File: src/rtl/csvfs_pkg.sv
// ----------------------------------------------------------------------------
// csvfs_pkg
// Types, constants and helpers shared by the CSV field splitter modules.
// ----------------------------------------------------------------------------
package csvfs_pkg;

	localparam int unsigned MAX_RESULTS = 3;
	localparam int unsigned CFG_INDEX_W = 3;
	localparam int unsigned CFG_DATA_W  = 8;

	localparam logic [7:0] CH_LF = 8'd10;
	localparam logic [7:0] CH_CR = 8'd13;

	localparam logic KIND_BYTE = 1'b0;
	localparam logic KIND_END  = 1'b1;

	localparam logic [CFG_INDEX_W-1:0] CFG_DELIMITER_BYTE   = 3'd0;
	localparam logic [CFG_INDEX_W-1:0] CFG_DELIMITER_ENABLE = 3'd1;
	localparam logic [CFG_INDEX_W-1:0] CFG_QUOTE_BYTE       = 3'd2;
	localparam logic [CFG_INDEX_W-1:0] CFG_QUOTE_ENABLE     = 3'd3;
	localparam logic [CFG_INDEX_W-1:0] CFG_ESCAPE_BYTE      = 3'd4;
	localparam logic [CFG_INDEX_W-1:0] CFG_ESCAPE_ENABLE    = 3'd5;

	typedef struct packed {
		logic [7:0] delimiter_byte;
		logic       delimiter_enable;
		logic [7:0] quote_byte;
		logic       quote_enable;
		logic [7:0] escape_byte;
		logic       escape_enable;
	} cfg_t;

	typedef struct packed {
		logic       kind;
		logic [7:0] cell_byte;
		logic       quoted;
		logic       row_ended;
	} slot_t;

	typedef struct packed {
		slot_t [MAX_RESULTS-1:0] slot;
		logic [1:0]              count;
	} bundle_t;

	function automatic slot_t make_byte(input logic [7:0] b);
		slot_t s;
		s.kind      = KIND_BYTE;
		s.cell_byte = b;
		s.quoted    = 1'b0;
		s.row_ended = 1'b0;
		return s;
	endfunction

	function automatic slot_t make_end(input logic q, input logic re);
		slot_t s;
		s.kind      = KIND_END;
		s.cell_byte = 8'd0;
		s.quoted    = q;
		s.row_ended = re;
		return s;
	endfunction

endpackage

File: src/rtl/csv_field_splitter_core.sv
// ----------------------------------------------------------------------------
// csv_field_splitter_core
// Streaming CSV cell splitter with configurable delimiter, quote and escape.
// ----------------------------------------------------------------------------
// The block takes one document byte per cycle and gives zero to three results
// for it: content bytes of the current cell and cell-end markers, with
// run_last set on the last result of each byte. A byte is parsed in the cycle
// it is accepted, and its results wait in a queue of QUEUE_DEPTH bundles; the
// output side hands out one result per cycle while out_stall is low, so the
// sustained input rate is one byte per cycle when each byte gives at most one
// result, and otherwise is set by the output. The input stalls only when the
// queue is full. The user must write configuration registers through cfg_we,
// cfg_index and cfg_data while the block is idle; the block has no check for it.
module csv_field_splitter_core #(
	parameter int unsigned QUEUE_DEPTH = 2
) (
	input  logic                                clk,
	input  logic                                arst_n,
	input  logic                                cfg_we,
	input  logic [csvfs_pkg::CFG_INDEX_W-1:0]   cfg_index,
	input  logic [csvfs_pkg::CFG_DATA_W-1:0]    cfg_data,
	input  logic                                in_valid,
	output logic                                in_stall,
	input  logic [7:0]                          data_byte,
	input  logic                                end_of_data,
	output logic                                out_valid,
	input  logic                                out_stall,
	output logic                                result_kind,
	output logic [7:0]                          cell_byte,
	output logic                                cell_was_quoted,
	output logic                                row_ended,
	output logic                                run_last
);

	csvfs_pkg::cfg_t    cfg_q;
	csvfs_pkg::bundle_t front_bundle;
	csvfs_pkg::bundle_t queue_head;
	logic               take;
	logic               push;
	logic               pop;
	logic               queue_full;
	logic               queue_valid;

	always_ff @(posedge clk or negedge arst_n) begin
		if (!arst_n) begin
			cfg_q.delimiter_byte   <= 8'd44;
			cfg_q.delimiter_enable <= 1'b1;
			cfg_q.quote_byte       <= 8'd34;
			cfg_q.quote_enable     <= 1'b1;
			cfg_q.escape_byte      <= 8'd92;
			cfg_q.escape_enable    <= 1'b0;
		end else if (cfg_we) begin
			unique case (cfg_index)
				csvfs_pkg::CFG_DELIMITER_BYTE:   cfg_q.delimiter_byte   <= cfg_data;
				csvfs_pkg::CFG_DELIMITER_ENABLE: cfg_q.delimiter_enable <= cfg_data[0];
				csvfs_pkg::CFG_QUOTE_BYTE:       cfg_q.quote_byte       <= cfg_data;
				csvfs_pkg::CFG_QUOTE_ENABLE:     cfg_q.quote_enable     <= cfg_data[0];
				csvfs_pkg::CFG_ESCAPE_BYTE:      cfg_q.escape_byte      <= cfg_data;
				csvfs_pkg::CFG_ESCAPE_ENABLE:    cfg_q.escape_enable    <= cfg_data[0];
				default: begin
				end
			endcase
		end
	end

	assign in_stall = queue_full;
	assign take     = in_valid && !in_stall;

	csvfs_front u_front (
		.clk         (clk),
		.arst_n      (arst_n),
		.cfg         (cfg_q),
		.take        (take),
		.data_byte   (data_byte),
		.end_of_data (end_of_data),
		.push        (push),
		.bundle      (front_bundle)
	);

	csvfs_queue #(
		.DEPTH (QUEUE_DEPTH)
	) u_queue (
		.clk       (clk),
		.arst_n    (arst_n),
		.push      (push),
		.push_data (front_bundle),
		.pop       (pop),
		.head      (queue_head),
		.not_empty (queue_valid),
		.full      (queue_full)
	);

	csvfs_back u_back (
		.clk             (clk),
		.arst_n          (arst_n),
		.head            (queue_head),
		.head_valid      (queue_valid),
		.pop             (pop),
		.out_valid       (out_valid),
		.out_stall       (out_stall),
		.result_kind     (result_kind),
		.cell_byte       (cell_byte),
		.cell_was_quoted (cell_was_quoted),
		.row_ended       (row_ended),
		.run_last        (run_last)
	);

endmodule

File: src/rtl/csvfs_front.sv
// ----------------------------------------------------------------------------
// csvfs_front
// Parses one byte per cycle while take is high and produces the bundle of results it causes.
// ----------------------------------------------------------------------------
module csvfs_front (
	input  logic               clk,
	input  logic               arst_n,
	input  csvfs_pkg::cfg_t    cfg,
	input  logic               take,
	input  logic [7:0]         data_byte,
	input  logic               end_of_data,
	output logic               push,
	output csvfs_pkg::bundle_t bundle
);

	typedef enum logic [1:0] {
		PH_START,
		PH_PLAIN,
		PH_QUOTED,
		PH_CLOSED
	} phase_t;

	phase_t phase_q;
	logic   cell_quoted_q;
	logic   row_pending_q;
	logic   escape_pending_q;
	logic   skip_lf_q;

	phase_t ph;
	logic   cq;
	logic   rp;
	logic   ep;
	logic   sk;
	logic   done;
	logic   is_delim;
	logic   is_quote;
	logic   is_esc;
	logic   is_brk;
	logic [1:0] cnt;
	csvfs_pkg::slot_t [csvfs_pkg::MAX_RESULTS-1:0] slots;

	always_comb begin
		ph    = phase_q;
		cq    = cell_quoted_q;
		rp    = row_pending_q;
		ep    = escape_pending_q;
		sk    = skip_lf_q;
		done  = 1'b0;
		cnt   = 2'd0;
		slots = '0;
		is_delim = cfg.delimiter_enable && (data_byte == cfg.delimiter_byte);
		is_quote = cfg.quote_enable && (data_byte == cfg.quote_byte);
		is_esc   = cfg.escape_enable && (data_byte == cfg.escape_byte);
		is_brk   = (data_byte == csvfs_pkg::CH_LF) || (data_byte == csvfs_pkg::CH_CR);

		if (sk) begin
			sk = 1'b0;
			if (data_byte == csvfs_pkg::CH_LF) begin
				done = 1'b1;
			end
		end
		if (!done && ep) begin
			ep = 1'b0;
			slots[cnt] = csvfs_pkg::make_byte(data_byte);
			cnt = cnt + 2'd1;
			done = 1'b1;
		end
		if (!done) begin
			unique case (ph)
				PH_START: begin
					if (is_delim) begin
						slots[cnt] = csvfs_pkg::make_end(cq, 1'b0);
						cnt = cnt + 2'd1;
						cq = 1'b0;
						rp = 1'b1;
						ph = PH_START;
					end else if (is_brk) begin
						if (rp) begin
							slots[cnt] = csvfs_pkg::make_end(cq, 1'b1);
							cnt = cnt + 2'd1;
							cq = 1'b0;
							rp = 1'b0;
							ph = PH_START;
						end
						if (data_byte == csvfs_pkg::CH_CR) begin
							sk = 1'b1;
						end
					end else if (is_quote) begin
						cq = 1'b1;
						ph = PH_QUOTED;
					end else begin
						cq = 1'b0;
						ph = PH_PLAIN;
						if (is_esc) begin
							ep = 1'b1;
						end else begin
							slots[cnt] = csvfs_pkg::make_byte(data_byte);
							cnt = cnt + 2'd1;
						end
					end
				end
				PH_PLAIN: begin
					if (is_esc) begin
						ep = 1'b1;
					end else if (is_delim || is_brk) begin
						slots[cnt] = csvfs_pkg::make_end(cq, is_brk && !is_delim);
						cnt = cnt + 2'd1;
						rp = !(is_brk && !is_delim);
						cq = 1'b0;
						ph = PH_START;
						if (!is_delim && data_byte == csvfs_pkg::CH_CR) begin
							sk = 1'b1;
						end
					end else begin
						slots[cnt] = csvfs_pkg::make_byte(data_byte);
						cnt = cnt + 2'd1;
					end
				end
				PH_QUOTED: begin
					if (is_esc) begin
						ep = 1'b1;
					end else if (is_quote) begin
						ph = PH_CLOSED;
					end else begin
						slots[cnt] = csvfs_pkg::make_byte(data_byte);
						cnt = cnt + 2'd1;
					end
				end
				PH_CLOSED: begin
					if (is_quote) begin
						slots[cnt] = csvfs_pkg::make_byte(cfg.quote_byte);
						cnt = cnt + 2'd1;
						ph = PH_QUOTED;
					end else if (is_delim || is_brk) begin
						slots[cnt] = csvfs_pkg::make_end(cq, !is_delim);
						cnt = cnt + 2'd1;
						rp = is_delim;
						cq = 1'b0;
						ph = PH_START;
						if (!is_delim && data_byte == csvfs_pkg::CH_CR) begin
							sk = 1'b1;
						end
					end else begin
						slots[cnt] = csvfs_pkg::make_byte(cfg.quote_byte);
						cnt = cnt + 2'd1;
						ph = PH_PLAIN;
						if (is_esc) begin
							ep = 1'b1;
						end else begin
							slots[cnt] = csvfs_pkg::make_byte(data_byte);
							cnt = cnt + 2'd1;
						end
					end
				end
			endcase
		end
		if (end_of_data) begin
			if (ph != PH_START || rp) begin
				slots[cnt] = csvfs_pkg::make_end(cq, 1'b1);
				cnt = cnt + 2'd1;
			end
			ph = PH_START;
			cq = 1'b0;
			rp = 1'b0;
			ep = 1'b0;
			sk = 1'b0;
		end
		bundle.slot  = slots;
		bundle.count = cnt;
		push         = take && (cnt != 2'd0);
	end

	always_ff @(posedge clk or negedge arst_n) begin
		if (!arst_n) begin
			phase_q          <= PH_START;
			cell_quoted_q    <= 1'b0;
			row_pending_q    <= 1'b0;
			escape_pending_q <= 1'b0;
			skip_lf_q        <= 1'b0;
		end else if (take) begin
			phase_q          <= ph;
			cell_quoted_q    <= cq;
			row_pending_q    <= rp;
			escape_pending_q <= ep;
			skip_lf_q        <= sk;
		end
	end

endmodule

File: src/rtl/csvfs_queue.sv
// ----------------------------------------------------------------------------
// csvfs_queue
// Short first-in first-out queue of result bundles between parser and output.
// ----------------------------------------------------------------------------
module csvfs_queue #(
	parameter int unsigned DEPTH = 2
) (
	input  logic               clk,
	input  logic               arst_n,
	input  logic               push,
	input  csvfs_pkg::bundle_t push_data,
	input  logic               pop,
	output csvfs_pkg::bundle_t head,
	output logic               not_empty,
	output logic               full
);

	localparam int unsigned PTR_W = (DEPTH > 1) ? $clog2(DEPTH) : 1;
	localparam int unsigned CNT_W = $clog2(DEPTH + 1);
	localparam logic [PTR_W-1:0] LAST_PTR = PTR_W'(DEPTH - 1);
	localparam logic [CNT_W-1:0] FULL_CNT = CNT_W'(DEPTH);

	csvfs_pkg::bundle_t entry_q [DEPTH];
	logic [PTR_W-1:0] wr_ptr_q;
	logic [PTR_W-1:0] rd_ptr_q;
	logic [CNT_W-1:0] count_q;

	assign head      = entry_q[rd_ptr_q];
	assign not_empty = (count_q != '0);
	assign full      = (count_q == FULL_CNT);

	always_ff @(posedge clk) begin
		if (push) begin
			entry_q[wr_ptr_q] <= push_data;
		end
	end

	always_ff @(posedge clk or negedge arst_n) begin
		if (!arst_n) begin
			wr_ptr_q <= '0;
			rd_ptr_q <= '0;
			count_q  <= '0;
		end else begin
			if (push) begin
				wr_ptr_q <= (wr_ptr_q == LAST_PTR) ? '0 : wr_ptr_q + PTR_W'(1);
			end
			if (pop) begin
				rd_ptr_q <= (rd_ptr_q == LAST_PTR) ? '0 : rd_ptr_q + PTR_W'(1);
			end
			if (push && !pop) begin
				count_q <= count_q + CNT_W'(1);
			end else if (pop && !push) begin
				count_q <= count_q - CNT_W'(1);
			end
		end
	end

endmodule

File: src/rtl/csvfs_back.sv
// ----------------------------------------------------------------------------
// csvfs_back
// Holds one result bundle and hands its results out one per cycle while out_stall is low.
// ----------------------------------------------------------------------------
module csvfs_back (
	input  logic               clk,
	input  logic               arst_n,
	input  csvfs_pkg::bundle_t head,
	input  logic               head_valid,
	output logic               pop,
	output logic               out_valid,
	input  logic               out_stall,
	output logic               result_kind,
	output logic [7:0]         cell_byte,
	output logic               cell_was_quoted,
	output logic               row_ended,
	output logic               run_last
);

	csvfs_pkg::bundle_t bundle_q;
	logic [1:0]         idx_q;
	logic               hold_q;
	csvfs_pkg::slot_t   cur;
	logic               advance;
	logic               load;

	assign cur             = bundle_q.slot[idx_q];
	assign result_kind     = cur.kind;
	assign cell_byte       = cur.cell_byte;
	assign cell_was_quoted = cur.quoted;
	assign row_ended       = cur.row_ended;
	assign run_last        = (idx_q == (bundle_q.count - 2'd1));
	assign out_valid       = hold_q;
	assign advance         = hold_q && !out_stall;
	assign load            = !hold_q || (advance && run_last);
	assign pop             = load && head_valid;

	always_ff @(posedge clk) begin
		if (pop) begin
			bundle_q <= head;
		end
	end

	always_ff @(posedge clk or negedge arst_n) begin
		if (!arst_n) begin
			hold_q <= 1'b0;
			idx_q  <= 2'd0;
		end else if (load) begin
			hold_q <= head_valid;
			idx_q  <= 2'd0;
		end else if (advance) begin
			idx_q <= idx_q + 2'd1;
		end
	end

endmodule
File: config.mk
export PLATFORM = sky130hd
export DESIGN_NAME = csv_field_splitter_core
export DESIGN_NICKNAME = d
export VERILOG_FILES = /design/src/rtl/csvfs_pkg.sv /design/src/rtl/csv_field_splitter_core.sv /design/src/rtl/csvfs_front.sv /design/src/rtl/csvfs_queue.sv /design/src/rtl/csvfs_back.sv
export SDC_FILE = /design/constraint.sdc
export NUM_CORES = 1
export LEC_CHECK = 0
export ABC_AREA = 0
export BUFFER_PORTS_ARGS = -buffer_cell sky130_fd_sc_hd__buf_2
export CORE_MARGIN = 10
export CORE_UTILIZATION = 42
export DETAILED_ROUTE_END_ITERATION = 8
export GPL_ROUTABILITY_DRIVEN = 0
export PLACE_DENSITY_LB_ADDON = 0.08
export SLEW_MARGIN = 10
export SYNTH_ARGS = -nofsm -noshare
export SYNTH_HDL_FRONTEND = slang
export SYNTH_SLANG_ARGS = --single-unit
File: constraint.sdc
create_clock -name clk -period 6.82 [get_ports clk]
set_input_delay 0.682 -clock clk [delete_from_list [all_inputs] [get_ports clk]]
set_output_delay 0.682 -clock clk [all_outputs]
set_load 0.02 [all_outputs]
=== Word level (Yosys, flattened, before mapping) ===
Memory sizes are Yosys's and may differ from the RTL's. A register that Yosys moved wholly into a read port is not among the register bits.
Index checks and enable logic that the tools add are counted.

* $add $sub $neg: 9
* $lt $le $gt $ge: 7
* Equality and inequality tests: 15
* Mux-type cells: 111
* Reduce and logical (&&, ||, !) cells: 42

{| class="wikitable"
|+ Operators by type and width
! operator !! count
|-
| 2-to-1 mux 33 bit || 15
|-
| bitwise mux 33 bit || 8
|-
| one-hot mux 33 bit (4 select lines) || 1
|-
| demux 11 bit (select 2 bit) || 3
|-
| 2-to-1 mux 2 bit || 28
|-
| 2-to-1 mux 1 bit || 44
|-
| 2-to-1 mux 11 bit || 4
|-
| equality test 8 bit || 3
|-
| binary-select mux 11 bit (select 2 bit) || 1
|-
| equality test 8 x 4 -> 1 bit (second input constant) || 2
|-
| logical AND 1 bit || 16
|-
| one-hot mux 2 bit (4 select lines) || 2
|-
| one-hot mux 1 bit (3 select lines) || 4
|-
| AND reduction 2 bit || 6
|-
| 2-to-1 mux 10 bit || 1
|-
| nonzero test 2 bit || 5
|-
| < comparator 2 x 3 -> 1 bit (second input constant) || 3
|-
| adder 2 x 1 -> 2 bit (second input constant) || 4
|-
| zero test 1 bit || 8
|-
| equality test 2 bit (second input constant) || 3
|-
| equality test 3 x 2 -> 1 bit (second input constant) || 2
|-
| equality test 3 bit (second input constant) || 2
|-
| greater-or-equal comparator 2 x 1 -> 1 bit (second input constant) || 2
|-
| logical OR 1 bit || 4
|-
| 11 further kinds || 13
|}

* Register bits: 40
* Bits in writable memories: 70
* Input port bits: 25
* Output and inout port bits: 14
* Logic and storage cells: 201
* Memories kept: 1

{| class="wikitable"
|+ Memories
! name !! words !! bits a word !! rd ports !! clocked after Yosys merged registers in !! write ports !! line !! text
|-
| u_queue.entry_q || 2 || 35 || 1 || 1 || 1 || csvfs_queue.sv:23 || <nowiki>csvfs_pkg::bundle_t entry_q [DEPTH];</nowiki>
|}

=== Depth between registers and ports, before layout ===
Gate-level depths: netlist of the first run.

* Depth in word-level cells: 22
* Depth in mapped cells: 21
* Depth with buffers taken out: 18

=== By module ===
A second synthesis of the first run with hierarchy kept.

* Cell total of the unflattened synthesis: 528
* Area total of the unflattened synthesis: 7225.7 um^2

{| class="wikitable"
|+ Modules (own cells, without submodules)
! module !! instances !! cells each !! area each (um^2)
|-
| csvfs_queue || 1 || 125 || 2865.2
|-
| csvfs_front || 1 || 239 || 1754.2
|-
| csvfs_back || 1 || 101 || 1517.7
|-
| csv_field_splitter_core || 1 || 63 || 1088.5
|}

=== Worst setup path after synthesis of the first run ===
Ideal clock, no wire load.

* Path type: input port to flip-flop
* Start point: in data_byte[5]
* End point: mem u_queue.entry_q[0][0] (netlist name) (enable)
* Library setup time: 425 ps
* Arrival: 4735 ps
* Required time: 6395 ps
* Setup slack: 1660 ps
* Stages on the path: 15
* Buffers on the path: 3
* Path through: buf_6 xor2_1 nor4_2 nand3_1 clkbuf_1 clkbuf_1 ha_1 a211oi_1 o21ai_0 o211a_1 ha_1 inv_1 o2111ai_1 o31a_1 nor2_1

* Word-level cells in the longest chain between the ends: 20

{| class="wikitable"
|+ Ends and longest elaborated chain
! what !! line !! text
|-
| from (decl) || csv_field_splitter_core.sv:24 || <nowiki>input logic [7:0] data_byte,</nowiki>
|-
| equality test 8 x 4 -> 1 bit || csvfs_front.sv:54, csvfs_front.sv:58 ||
|-
| 2-to-1 mux 1 bit || csvfs_front.sv:58 || <nowiki>if (data_byte == csvfs_pkg::CH_LF) begin</nowiki>
|-
| 2-to-1 mux 1 bit || csvfs_front.sv:56 || <nowiki>if (sk) begin</nowiki>
|-
| zero test 1 bit || csvfs_front.sv:62 || <nowiki>if (!done && ep) begin</nowiki>
|-
| logical AND 1 bit || csvfs_front.sv:62 ||
|-
| 2-to-1 mux 1 bit || csvfs_front.sv:62 ||
|-
| adder 1 x 1 -> 2 bit || - ||
|-
| adder 2 x 1 -> 2 bit / 2-to-1 mux 2 bit (equally long branches) || csvfs_front.sv:151, csvfs_front.sv:94 ||
|-
| [4 not listed] || - ||
|-
| 2-to-1 mux 2 bit || csvfs_front.sv:68 || <nowiki>if (!done) begin</nowiki>
|-
| adder 2 x 1 -> 2 bit || csvfs_front.sv:160 || <nowiki>cnt = cnt + 2'd1;</nowiki>
|-
| 2-to-1 mux 2 bit || csvfs_front.sv:158 || <nowiki>if (ph != PH_START || rp) begin</nowiki>
|-
| 2-to-1 mux 2 bit * || csvfs_front.sv:157 || <nowiki>if (end_of_data) begin</nowiki>
|-
| nonzero test 2 bit * || csvfs_front.sv:170 || <nowiki>push = take && (cnt != 2'd0);</nowiki>
|-
| logical AND 1 bit * || csvfs_front.sv:170 ||
|-
| 2-to-1 mux 1 bit * || csvfs_queue.sv:33 || <nowiki>if (push) begin</nowiki>
|-
| 2-to-1 mux 1 bit (not written as such) * || csvfs_queue.sv:34 || <nowiki>entry_q[wr_ptr_q] <= push_data;</nowiki>
|-
| to (decl) || csvfs_queue.sv:23 ||
|}

Every way passes the cells marked *; elsewhere a longest branch is shown, timed or not.

=== Worst setup path in the final report of the first run ===
* Start point: in data_byte[0]
* End point: mem u_queue.entry_q[0][18] (netlist name) (enable)

The elaborated chain is that of the path after synthesis.

==> results of run 1 <==
[logic make-up after synthesis]
family	count (synthesis)	synth area share (%)
DFF	142	56.89
other	1	0.05231
AOI/OAI and AO/OA	111	11.17
xor gates and xnor gates	31	4.311
adders and majority gates	13	2.269
muxes	73	11.26
and+or+nand+nor	139	10.23
buffers and inverters	55	3.823
[area by class of cell]
class                           count  area (um2)
Clock inverter                     13       122.6
Inverter                           21       78.83
Clock buffer                       19       432.9
Fill cell                        1509        8498
Multi-Input combinational cell    383        2884
Timing Repair Buffer               49       272.8
Sequential cell                   142        4078
Tap cell                          220       275.3
[worst max-delay path, cell delays in order]
cell and delay (ns):
buf_2 0.26, xor2_1 0.11, nor3_1 0.44, nand3_1 0.14
buf_4 0.26, ha_1 0.35, a211oi_1 0.21, o21ai_0 0.13
o211a_1 0.29, ha_1 0.31, inv_1 0.08, o2111ai_1 0.12
o31a_1 0.17, nor2_2 0.10, buf_4 0.41
[registers in the layout (all words and copies together), names as in the netlist]
signal / count
u_queue.entry_q: 68
u_front.cell_quoted_q: 1
u_queue.count_q: 2
u_back.bundle_q: 34
u_front.escape_pending_q: 1
u_queue.rd_ptr_q: 1
u_front.skip_lf_q: 1
cfg_q: 27
u_front.phase_q: 2
u_back.idx_q: 2
u_queue.wr_ptr_q: 1
u_front.row_pending_q: 1
u_back.out_valid: 1
[cell usage after synthesis, drive strengths merged (4+ instances only)]
library cell,n,area [um2]
edfxtp,102,3063
mux2,61,686.9
nand2,45,168.9
o21ai,37,188.9
nor2,36,135.1
dfrtp,29,725.7
xnor2,22,230.2
inv,21,78.83
clkbuf,19,71.32
buf,15,123.9
ha,13,162.7
mux2i,12,120.1
dfstp,11,289.0
a21oi,9,45.04
xor2,9,78.83
a32o,8,80.08
a32oi,8,70.07
nand3,8,45.04
a22oi,7,52.55
and4,7,61.31
nor3,7,35.03
a31oi,5,31.28
nand4,5,31.28
o31ai,5,37.54
and2,4,25.02
nor2b,4,25.02
[power groups by stage]
stage / registers (mW) / clock network (mW) / logic, mW
floorplan: 1.36 / 0 / 0.751
global placement: 1.37 / 0 / 1.02
detailed placement: 1.38 / 0 / 1.03
CTS: 1.36 / 0.902 / 1.04
global route: 1.39 / 0.945 / 1.13
finish: 1.36 / 0.881 / 1.02
[stage by stage]
stage          instance area, um2  instances  setup WS (ns)  util [%]  hold WS (ns)
3_5_place_dp                 7589        815          2.275     45.60        0.4770
4_1_cts                      8144        847          2.687     48.94        0.4216
3_3_place_gp                 7589        815          2.400     45.60        0.4714
5_1_grt                      8144        847          2.408     48.94        0.4659
2_1_floorplan                7224        580          1.660         -        0.3864
6_report                     8144        847          2.784     48.94        0.3922
[worst paths after layout]
kind | from | end | slack, ns | cells past startpoint
max | data_byte[0] | u_queue.entry_q[0][18] | 2.78 | 15
min | arst_n | cfg_q[0] | 0.39 | 1
max reg2reg | cfg_q[4] | u_queue.entry_q[0][18] | 2.83 | 14
min reg2reg | u_queue.count_q[1] | u_back.out_valid | 0.49 | 2
max in group asynchronous | arst_n | cfg_q[17] | 5.86 | 1
min in group clk | u_queue.count_q[1] | u_back.out_valid | 0.49 | 2
[metal layers]
metal  vias to the layer above  track usage, %
li1                       2216               -
met1                      2304           18.58
met2                       138           23.21
met3                        35           3.481
met4                         0           6.593
met5                         -               0
==> impl_results.md, run 1 <==
* Outcome: complete, no violations
* Htree depth at 4
* Die height at roughly 150 um
* Max VDD drop at ~0.00021 V
* # IOs at 39
* Synthesized area at ~0.0072 mm2
* DR vias/cell at 5.541
* Rows at 47
* Setup bufs post-CTS at 0
* Grt ovf at 0
* Power density cells at ~400 mW/mm2
* Routed vias at between 4000 and 5000
* Worst skew pair latency at between 0.4 and 0.5 ns
* Post-cts sizing count at 0
* Synthesis-stage register bit count at around 140
* Logic pwr share at a little over 30%
* Die ar. at approximately 0.023 mm2
* Fin. max-slew vios at 0
* DR DRC count at 0
* Routed Wire Length at 15880 um
* ANT cells at 0
* CTS tree: yes
* Top layer in use: met4
* Wl on met1 at roughly 7100 um
* Design Power at 3.258 mW
* Fin Setup TNS at 0 ns
* Final setup viols at 0
* Crit-path max FO at 34
* Hold WC Path Type: input pin to asynchronous set/reset pin
* CTS sink cnt at about 140
* Worst rel slew slack at a little over a quarter
* Async SR Flop Fraction at 28.17%
* Initial Util at 43.07%
* Critical Path RT at between 6 and 7 ns
* Pleak at approximately 3.1 nW
* Slew at the pin closest to its max-slew limit at 1.105 ns
* Top FF cell, synth: edfxtp_1
* CTS Buf Count at 17
* Area of the core at between 0.015 and 0.02 mm2
* Crit Path Class: input pin to flip-flop
* Startpoint type of the worst setup path: input pin
* Commonest non-fill, non-tap cell in the layout: edfxtp_1
* Initial antenna violation count at 0
* Hold Vio Cnt, Final at 0
* Post-DP HPWL at roughly 11000 um
* Clock power frac at a little over a quarter
* Routed wl met2 at ~7700 um
* Layout cells sized above 1 at 26.95%
* Mapped Cells at 565
* Initial DRC count at around 440
* Period Utilization, post-route at 59.18%
* Number of distinct library cells after synthesis at 70
* Worst Setup End Kind: flip-flop
* Nets at ~650
* Antenna viol nets, final at 0
* Reg power frac at between 40% and 50%
* Maxcap violations at 0
* P&R area growth vs syn at 13.61%
* Die W at 150.6 um
* YS warnings at 0
* Min Clock Period, post-route at 4.036 ns
* Root Buffer: clkbuf_16
* Sequential share of the synthesized area at 56.89%
* DRT Pass-1 Iters at 7
* Maximum number of pins on one net before global-route repair at between 40 and 50
* Global-route wire length before repair at between 20000 and 30000 um
* RSZ-0062 raised after global routing: no
* Psw at approximately 1.1 mW
* Met3 WL at ~710 um
* Vias in the first global route at about 4700
* Longest Clk Path Bufs at 2
* Critical Path AT at between 4 and 5 ns
* GRT Total Usage at between 10 and 15%
* Wirelength per Cell at 18.75 um
* Internal Power at between 2 and 2.5 mW
* Worst clock skew at about 0.011 ns
* Sw frac at between 30 and 40%
* CTS Hold Bufs at 0
* Fmax at ~0.25 GHz
* Reg clk slew, reported paths at about 0.060 ns
* Most frequent cells in the layout: edfxtp_1 (102), mux2_2 (61), nand2_1 (45), buf_2 (38), o21ai_0 (36)
* I/O Buffers at 38
* Avg Cell Area, Syn at 12.69 um2
* Post-synth EDFFs at between 100 and 150
Power figures use the tool's default switching activity.
==> run 2: changes to the inputs <==
==> constraint.sdc (replaced) <==
create_clock -name clk -period 3.5 [get_ports clk]
set_input_delay 0.35 -clock clk [delete_from_list [all_inputs] [get_ports clk]]
set_output_delay 0.35 -clock clk [all_outputs]
set_load 0.02 [all_outputs]
==> run 2 against run 1 <==
  * The run now ends with negative setup slack left
  * Setup slack worse by 2.8 ns
  * Routed wire length grew 6.7%
  * Utilization up 5.2 points
  * Combinational power is 140% higher
  * Die area unchanged
  * First-iteration DRC count up 6.4%
  * Clock-buffer cell count did not move
  * Via count up 5.9%
  * Global-route usage up 0.62 points
  * Critical path depth decreased by 1
  * Sequential share of layout area down 4.8 points
  * Clock power up 110%
==> impl_results.md, run 2 (synthesis results as in run 1) <==
* Crit-path max FO at 8
* Hold WC Path Type: input pin to asynchronous set/reset pin
* Fin. max-slew vios at 0
* Fill count at approximately 1400
* CTS Hold Bufs at 0
* Die ar. at about 0.023 mm2
* DR vias/cell at about 5.4
* Slew at the pin closest to its max-slew limit at between 0.9 and 1 ns
* Crit-path most repeated cell: inv_1
* RSZ-0062 raised after global routing: yes
* DRT Pass-1 Iters at 5
* Longest Clk Path Bufs at 2
* CTS tree: yes
* Die W at around 150 um
* Htree depth at 4
* Reg clk slew, reported paths at around 0.070 ns
* Maxcap violations at 0
* Final setup viols at 64
* Period Utilization, post-route at 100.8%
* Global-route wire length before repair at around 27000 um
* Max VDD drop at approximately 0.00039 V
* # IOs at 39
* Max reg flops at between 60 and 70
* FF/Latch Area at 0.004078 mm2
* Worst skew pair latency at 0.42 ns
* Top reg by flops: u_queue.entry_q
* Dpl ws at -0.3897 ns
* Crit Path Class: flip-flop to flip-flop
* WHS at ~0.067 ns
* Antenna viol nets, final at 0
* Die height at 150.6 um
* Vias in the first global route at 5011
* Worst path slowest cell: dfrtp_1
* Worst clock skew at about 0.012 ns
* Multi-input logic area at between 0.002 and 0.003 mm2
* I/O Buffers at 38
* Min Clock Period, post-route at about 3.5 ns
* Wirelength per Cell at roughly 18 um
* P&R area growth vs syn at 25.59%
* Routed vias at ~5000
* Initial Util at a little over two fifths
* Fin Setup TNS at -0.8844 ns
* Nets at 733
* CTS Buf Count at 17
* CTS sink cnt at approximately 140
* Critical Path RT at 3.63 ns
* Maximum number of pins on one net before global-route repair at just over 40
* Most frequent cells in the layout: edfxtp_1 (102), buf_4 (81), mux2_2 (61), nand2_1 (45), buf_2 (38)
* CP cell instances: inv_1 > ha_1 > inv_1 > nor2_1 > a41oi_2 > o21ai_0 > a221oi_2 > o2111ai_2 > and2_1 > o31a_1 > buf_6 > nor2_4 > buf_12 > clkbuf_16
* Area of the core at around 0.017 mm2
* Failing checks: negative setup slack
* Rows at 47
* GRT Total Usage at ~15%
* Final worst-path setup slack at -0.02836 ns
* Startpoint type of the worst setup path: flip-flop
* Root Buffer: clkbuf_16
* Critical Path AT at approximately 3.7 ns
* Fmax at roughly 0.28 GHz
* Pleak at around 3.5 nW
* Initial antenna violation count at 0
* Routed Wire Length at ~17000 um
* Hold Vio Cnt, Final at 0
* ANT cells at 0
* Commonest non-fill, non-tap cell in the layout: edfxtp_1
* Post-DP HPWL at 12290 um
* Worst rel slew slack at 33.48%
* Max incr delay on CP at ~0.41 ns
* DR DRC count at 0
* Initial DRC count at about 460
* Power density cells at ~770 mW/mm2
* Outcome: finished with violations
* Worst Setup End Kind: flip-flop
* Grt ovf at 0
* Top Registers: u_queue.entry_q (68), u_back.bundle_q (34), cfg_q (27)
* Layout cells sized above 1 at between 30% and 40%
[run 2: cell types whose count changed in the layout (fill, tap and decap cells not counted), sizes merged]
| cell | before | now |
|---|---|---|
| clkinvlp | 1 | 2 |
| buf | 49 | 128 |
| bufinv | 2 | 3 |
| inv | 22 | 24 |
| clkinv | 9 | 5 |
| clkbuf | 19 | 21 |
[run 2: power by group]
| part | switching [mW] | internal [mW] |
|---|---|---|
| clock network | 0.716 | 1.12 |
| logic | 1.31 | 1.10 |
| registers | 0.217 | 2.48 |
| total | 2.24 | 4.70 |
[run 2: worst paths after layout]
kind	from	endpoint	slack, ns	depth (start not counted)
setup / recovery	u_front.phase_q[1]	u_queue.entry_q[0][1]	-0.03	14
hold / removal	arst_n	u_front.phase_q[1]	0.07	1
setup reg to reg	u_front.phase_q[1]	u_queue.entry_q[0][1]	-0.03	14
hold reg to reg	u_queue.count_q[1]	u_back.out_valid	0.48	2
max in group asynchronous	arst_n	u_queue.rd_ptr_q	2.83	1
min in group clk	cfg_data[3]	cfg_q[13]	0.20	2
[run 2: critical path: cells and delay by family, from the launching register on]
family | cells | cell delay, ns
AO/OA/AOI/OAI | 5 | 1.35
buffers and inverters | 5 | 0.74
AND/OR/NAND/NOR | 3 | 0.42
flip-flops | 1 | 0.41
adder cells (fa/ha/maj) | 1 | 0.30
[run 2: final cells by class]
cell class	instances	area share, %
multi-input cells	383	33.02
flip-flops and latches	142	45.30
clock buffers	19	4.809
inverters	21	0.8756
repair buffers	130	11.13
well taps	220	3.058
clock inverters	13	1.807
[run 2: metrics by stage]
step / cell area, um2 / util (%) / std cells / power [mW]
after floorplan: 7300 / - / 580 / 4.133
after global placement: 8259 / 49.63 / 891 / 4.981
after detailed placement: 8259 / 49.63 / 891 / 5.026
after CTS: 8897 / 53.46 / 925 / 6.890
after global routing: 9002 / 54.09 / 928 / 7.339
final: 9002 / 54.09 / 928 / 6.947
[run 2: per-layer routing]
layer  GRT usage (%)  up-vias  share of wire [%]
met2           25.82      157                 50
li1                -     2376                  -
met5               0        -                  0
met3           3.812       28                4.6
met1           18.62     2407                 44
met4           5.005        0                1.8
[run 2: what timing repair did]
action                     4_1_cts  5_1_grt
gates resized for setup          5        8
hold endpoints to repair         0        0
pin swaps                        2        6
setup buffers                    2        3
cloned                           0        2
setup endpoints to repair       66       72
==> run 3: changes to the inputs <==
--- a/config.mk
+++ b/config.mk
@@ -5,7 +5,7 @@
 export SDC_FILE = /design/constraint.sdc
 export NUM_CORES = 1
 export LEC_CHECK = 0
-export ABC_AREA = 0
+export ABC_AREA = 1
 export BUFFER_PORTS_ARGS = -buffer_cell sky130_fd_sc_hd__buf_2
 export CORE_MARGIN = 10
 export CORE_UTILIZATION = 42
==> run 3 against run 2 <==
  * The flow now finishes without violations
  * Cell area fell by 5.5%
  * Combinational power fell by 3%
  * Utilization is 4.6 points lower
  * Die area rose by 2.0%
  * Global-route usage down 0.48 points
  * Largest power group unchanged
  * Non-clock buffer count fell by 70
  * First-iteration DRC count decreased by 1.5%
  * Register-to-register slack improved by 0.22 ns
  * Final cell count increased by 15%
  * Via count is 11% higher
  * Routed wire length is 0.96% higher
==> impl_results.md, run 3 <==
* Outcome: complete, no violations
* Most frequent cells in the layout: nand2_1 (152), edfxtp_1 (102), inv_1 (85), nor2_1 (63), o21ai_0 (45)
* Post-DP HPWL at 12290 um
* Synthesized area at 0.007332 mm2
* P&R area growth vs syn at 15.99%
* Yosys top cell area share at between 40% and 50%
* Initial DRC count at 457
* DR vias/cell at roughly 5.2
* Mapped Cells at 756
* Crit-path max FO at 3
* Area of the core at 0.01718 mm2
* Top reg by flops: u_queue.entry_q
* Dpl ws at about 0.084 ns
* Async SR Flop Fraction at around 28%
* Nets at 864
* DR DRC count at 0
* Setup crit start: cfg_q[7]
* Maximum number of pins on one net before global-route repair at between 40 and 50
* Reg clk slew, reported paths at roughly 0.060 ns
* Rows at 48
* Worst setup path endpoint: u_queue.count_q[1]
* Power density cells at between 700 and 800 mW/mm2
* Worst skew pair latency at between 0.4 and 0.5 ns
* Count leader, synth: nand2_1
* Htree depth at 4
* Hold Vio Cnt, Final at 0
* Avg Cell Area, Syn at between 9 and 10 um2
* Fmax at 0.3025 GHz
* Final Non-Filler Cells at between 1000 and 1500
* Design Power at around 6.8 mW
* Final instance area at ~0.0085 mm2
* Fin. max-slew vios at 0
* Synth area leaders: edfxtp_1 (42%), dfrtp_1 (9.9%), nand2_1 (7.9%), mux2_2 (5.2%), inv_1 (4.5%)
* Number of distinct library cells after synthesis at 48
* Root Buffer: clkbuf_16
* Worst Setup End Kind: flip-flop
* Sequential share of the synthesized area at between 50% and 60%
* # IOs at 39
* Longest Clk Path Bufs at 2
* YS warnings at 0
* Pleak at ~3.6 nW
* Slew at the pin closest to its max-slew limit at just under 1 ns
* Synthesis-stage register bit count at roughly 140
* Delay-heaviest family, CP: simple AND/OR/NAND/NOR gates
* R2r endpoint: u_queue.count_q[1]
* Reg2Reg Depth at 21
* Worst clock skew at 0.007034 ns
* CTS sink cnt at about 140
* Routed Wire Length at 17120 um
* Top FF cell, synth: edfxtp_1
* Buf/Inv on CP at 2
* Crit-path most repeated cell: nand2_2
* Grt ovf at 0
* Dominant cell type by area after synthesis: edfxtp_1
* GRT Total Usage at 14.76%
* CTS tree: yes
* Worst r2r src: cfg_q[7]
* DRT Pass-1 Iters at 5
* Hold WC Path Type: input pin to asynchronous set/reset pin
* Stages on worst setup path at 21
* Initial antenna violation count at 0
* Startpoint type of the worst setup path: flip-flop
* Final setup viols at 0
* Global-route wire length before repair at roughly 28000 um
* Die height at 152.1 um
* FF-to-FF setup slack at 0.19 ns
* I/O Buffers at 38
* Fin Setup TNS at 0 ns
* Die ar. at 0.02314 mm2
* Crit Path Class: flip-flop to flip-flop
* Max VDD drop at 0.0004332 V
* Setup bufs post-CTS at 0
* Vias in the first global route at about 5600
* Top Registers: u_queue.entry_q (68), u_back.bundle_q (34), cfg_q (27)
* Routed vias at around 5500
* Initial Util at a little over two fifths
* Period Utilization, post-route at a little over nine tenths
* CP cell instances: nand2_1 > nand2_1 > nand2_1 > nor2_1 > nand3_2 > ha_1 > inv_1 > o21ai_0 > nand3_1 > nand3_2 > nand2_2 > ha_1 > nand3_1 > nand2_2 > nand2_2 > nand2_2 > inv_1 > ha_1 > a21oi_1 > o21ai_1 > xor2_1
* Placed instance count at around 1000
* Post-synth top cells: nand2_1 (155), edfxtp_1 (102), inv_1 (87), nor2_1 (65), o21ai_0 (46)
* Commonest non-fill, non-tap cell in the layout: nand2_1
* Die W at 152.1 um
* Final worst-path setup slack at a little under 0.2 ns
* Worst path slowest cell: dfstp_2
* WHS at 0.09050 ns
* Max reg flops at between 60 and 70
* Area after DPL at approximately 0.008 mm2
* Min Clock Period, post-route at 3.305 ns
* Max incr delay on CP at approximately 0.54 ns
* Worst rel slew slack at between 30% and 40%
* Core Util, Final at roughly half
* Layout cells sized above 1 at between 20% and 30%
* Antenna viol nets, final at 0
* Maxcap violations at 0
* Wirelength per Cell at between 15 and 20 um
* CTS Buf Count at 17
* Post-synth EDFFs at 102
* ANT cells at 0
* Critical Path RT at 3.79 ns
* Critical Path AT at between 3 and 4 ns
-- run 3: changes by cell type in the layout (fill, tap and decap cells not counted), moves of 8 or more --
cell	delta
inv_1	+68
mux2i_1	-12
mux2_2	-27
o22ai_1	+20
nand2_2	+14
a21oi_1	+20
nand3_1	+37
xnor2_1	-15
nor2_1	+29
o21ai_0	+11
inv_2	+10
nand2_1	+107
a32oi_1	-8
buf_4	-61
-- run 3: power breakdown --
part	switching [mW]	total [mW]	internal [mW]
logic	1.51	2.34	0.827
registers	0.222	2.84	2.62
clock network	0.690	1.61	0.919
total	2.43	6.79	4.37
-- run 3: cell families after synthesis --
logic type,Yosys count,share of synthesized area [%]
AO/OA/AOI/OAI,128,10.41
multiplexers,34,5.222
flip-flops,142,55.61
other,1,0.05115
adder cells (fa/ha/maj),13,2.218
AND/OR/NAND/NOR,307,19.08
XOR/XNOR,7,0.8362
buffers and inverters,124,6.570
-- run 3: how the worst min path moves through the flow --
stage / start / endpoint / depth (start not counted) / slack (ns)
after floorplan: arst_n / cfg_q[0] / 0 / 0.05
after global placement: u_queue.wr_ptr_q / u_queue.wr_ptr_q / 2 / 0.46
after detailed placement: u_queue.wr_ptr_q / u_queue.wr_ptr_q / 2 / 0.47
after CTS: arst_n / cfg_q[1] / 1 / 0.11
after global routing: arst_n / cfg_q[1] / 1 / 0.16
final: arst_n / cfg_q[1] / 1 / 0.09
-- run 3: layer usage --
metal / vias to the layer above / GRT usage, % / routed length, um
met3: 40 / 3.274 / 849
met5: - / 0 / 0
met1: 2575 / 18.11 / 7681
li1: 2693 / - / -
met2: 193 / 24.15 / 8164
met4: 0 / 7.015 / 423
-- run 3: area by class of cell --
| class | count | area, um2 |
|---|---|---|
| Clock inverter | 11 | 72.57 |
| Clock buffer | 21 | 450.4 |
| Multi-Input combinational cell | 505 | 2863 |
| Timing Repair Buffer | 60 | 380.4 |
| Fill cell | 1644 | 8672 |
| Tap cell | 225 | 281.5 |
| Sequential cell | 142 | 4078 |
| Inverter | 100 | 379.1 |
-- run 3: timing repair --
item / CTS / global route
hold buffers: 0 / 0
endpoints found under the setup margin: 0 / 33
gates resized for setup: 0 / 7
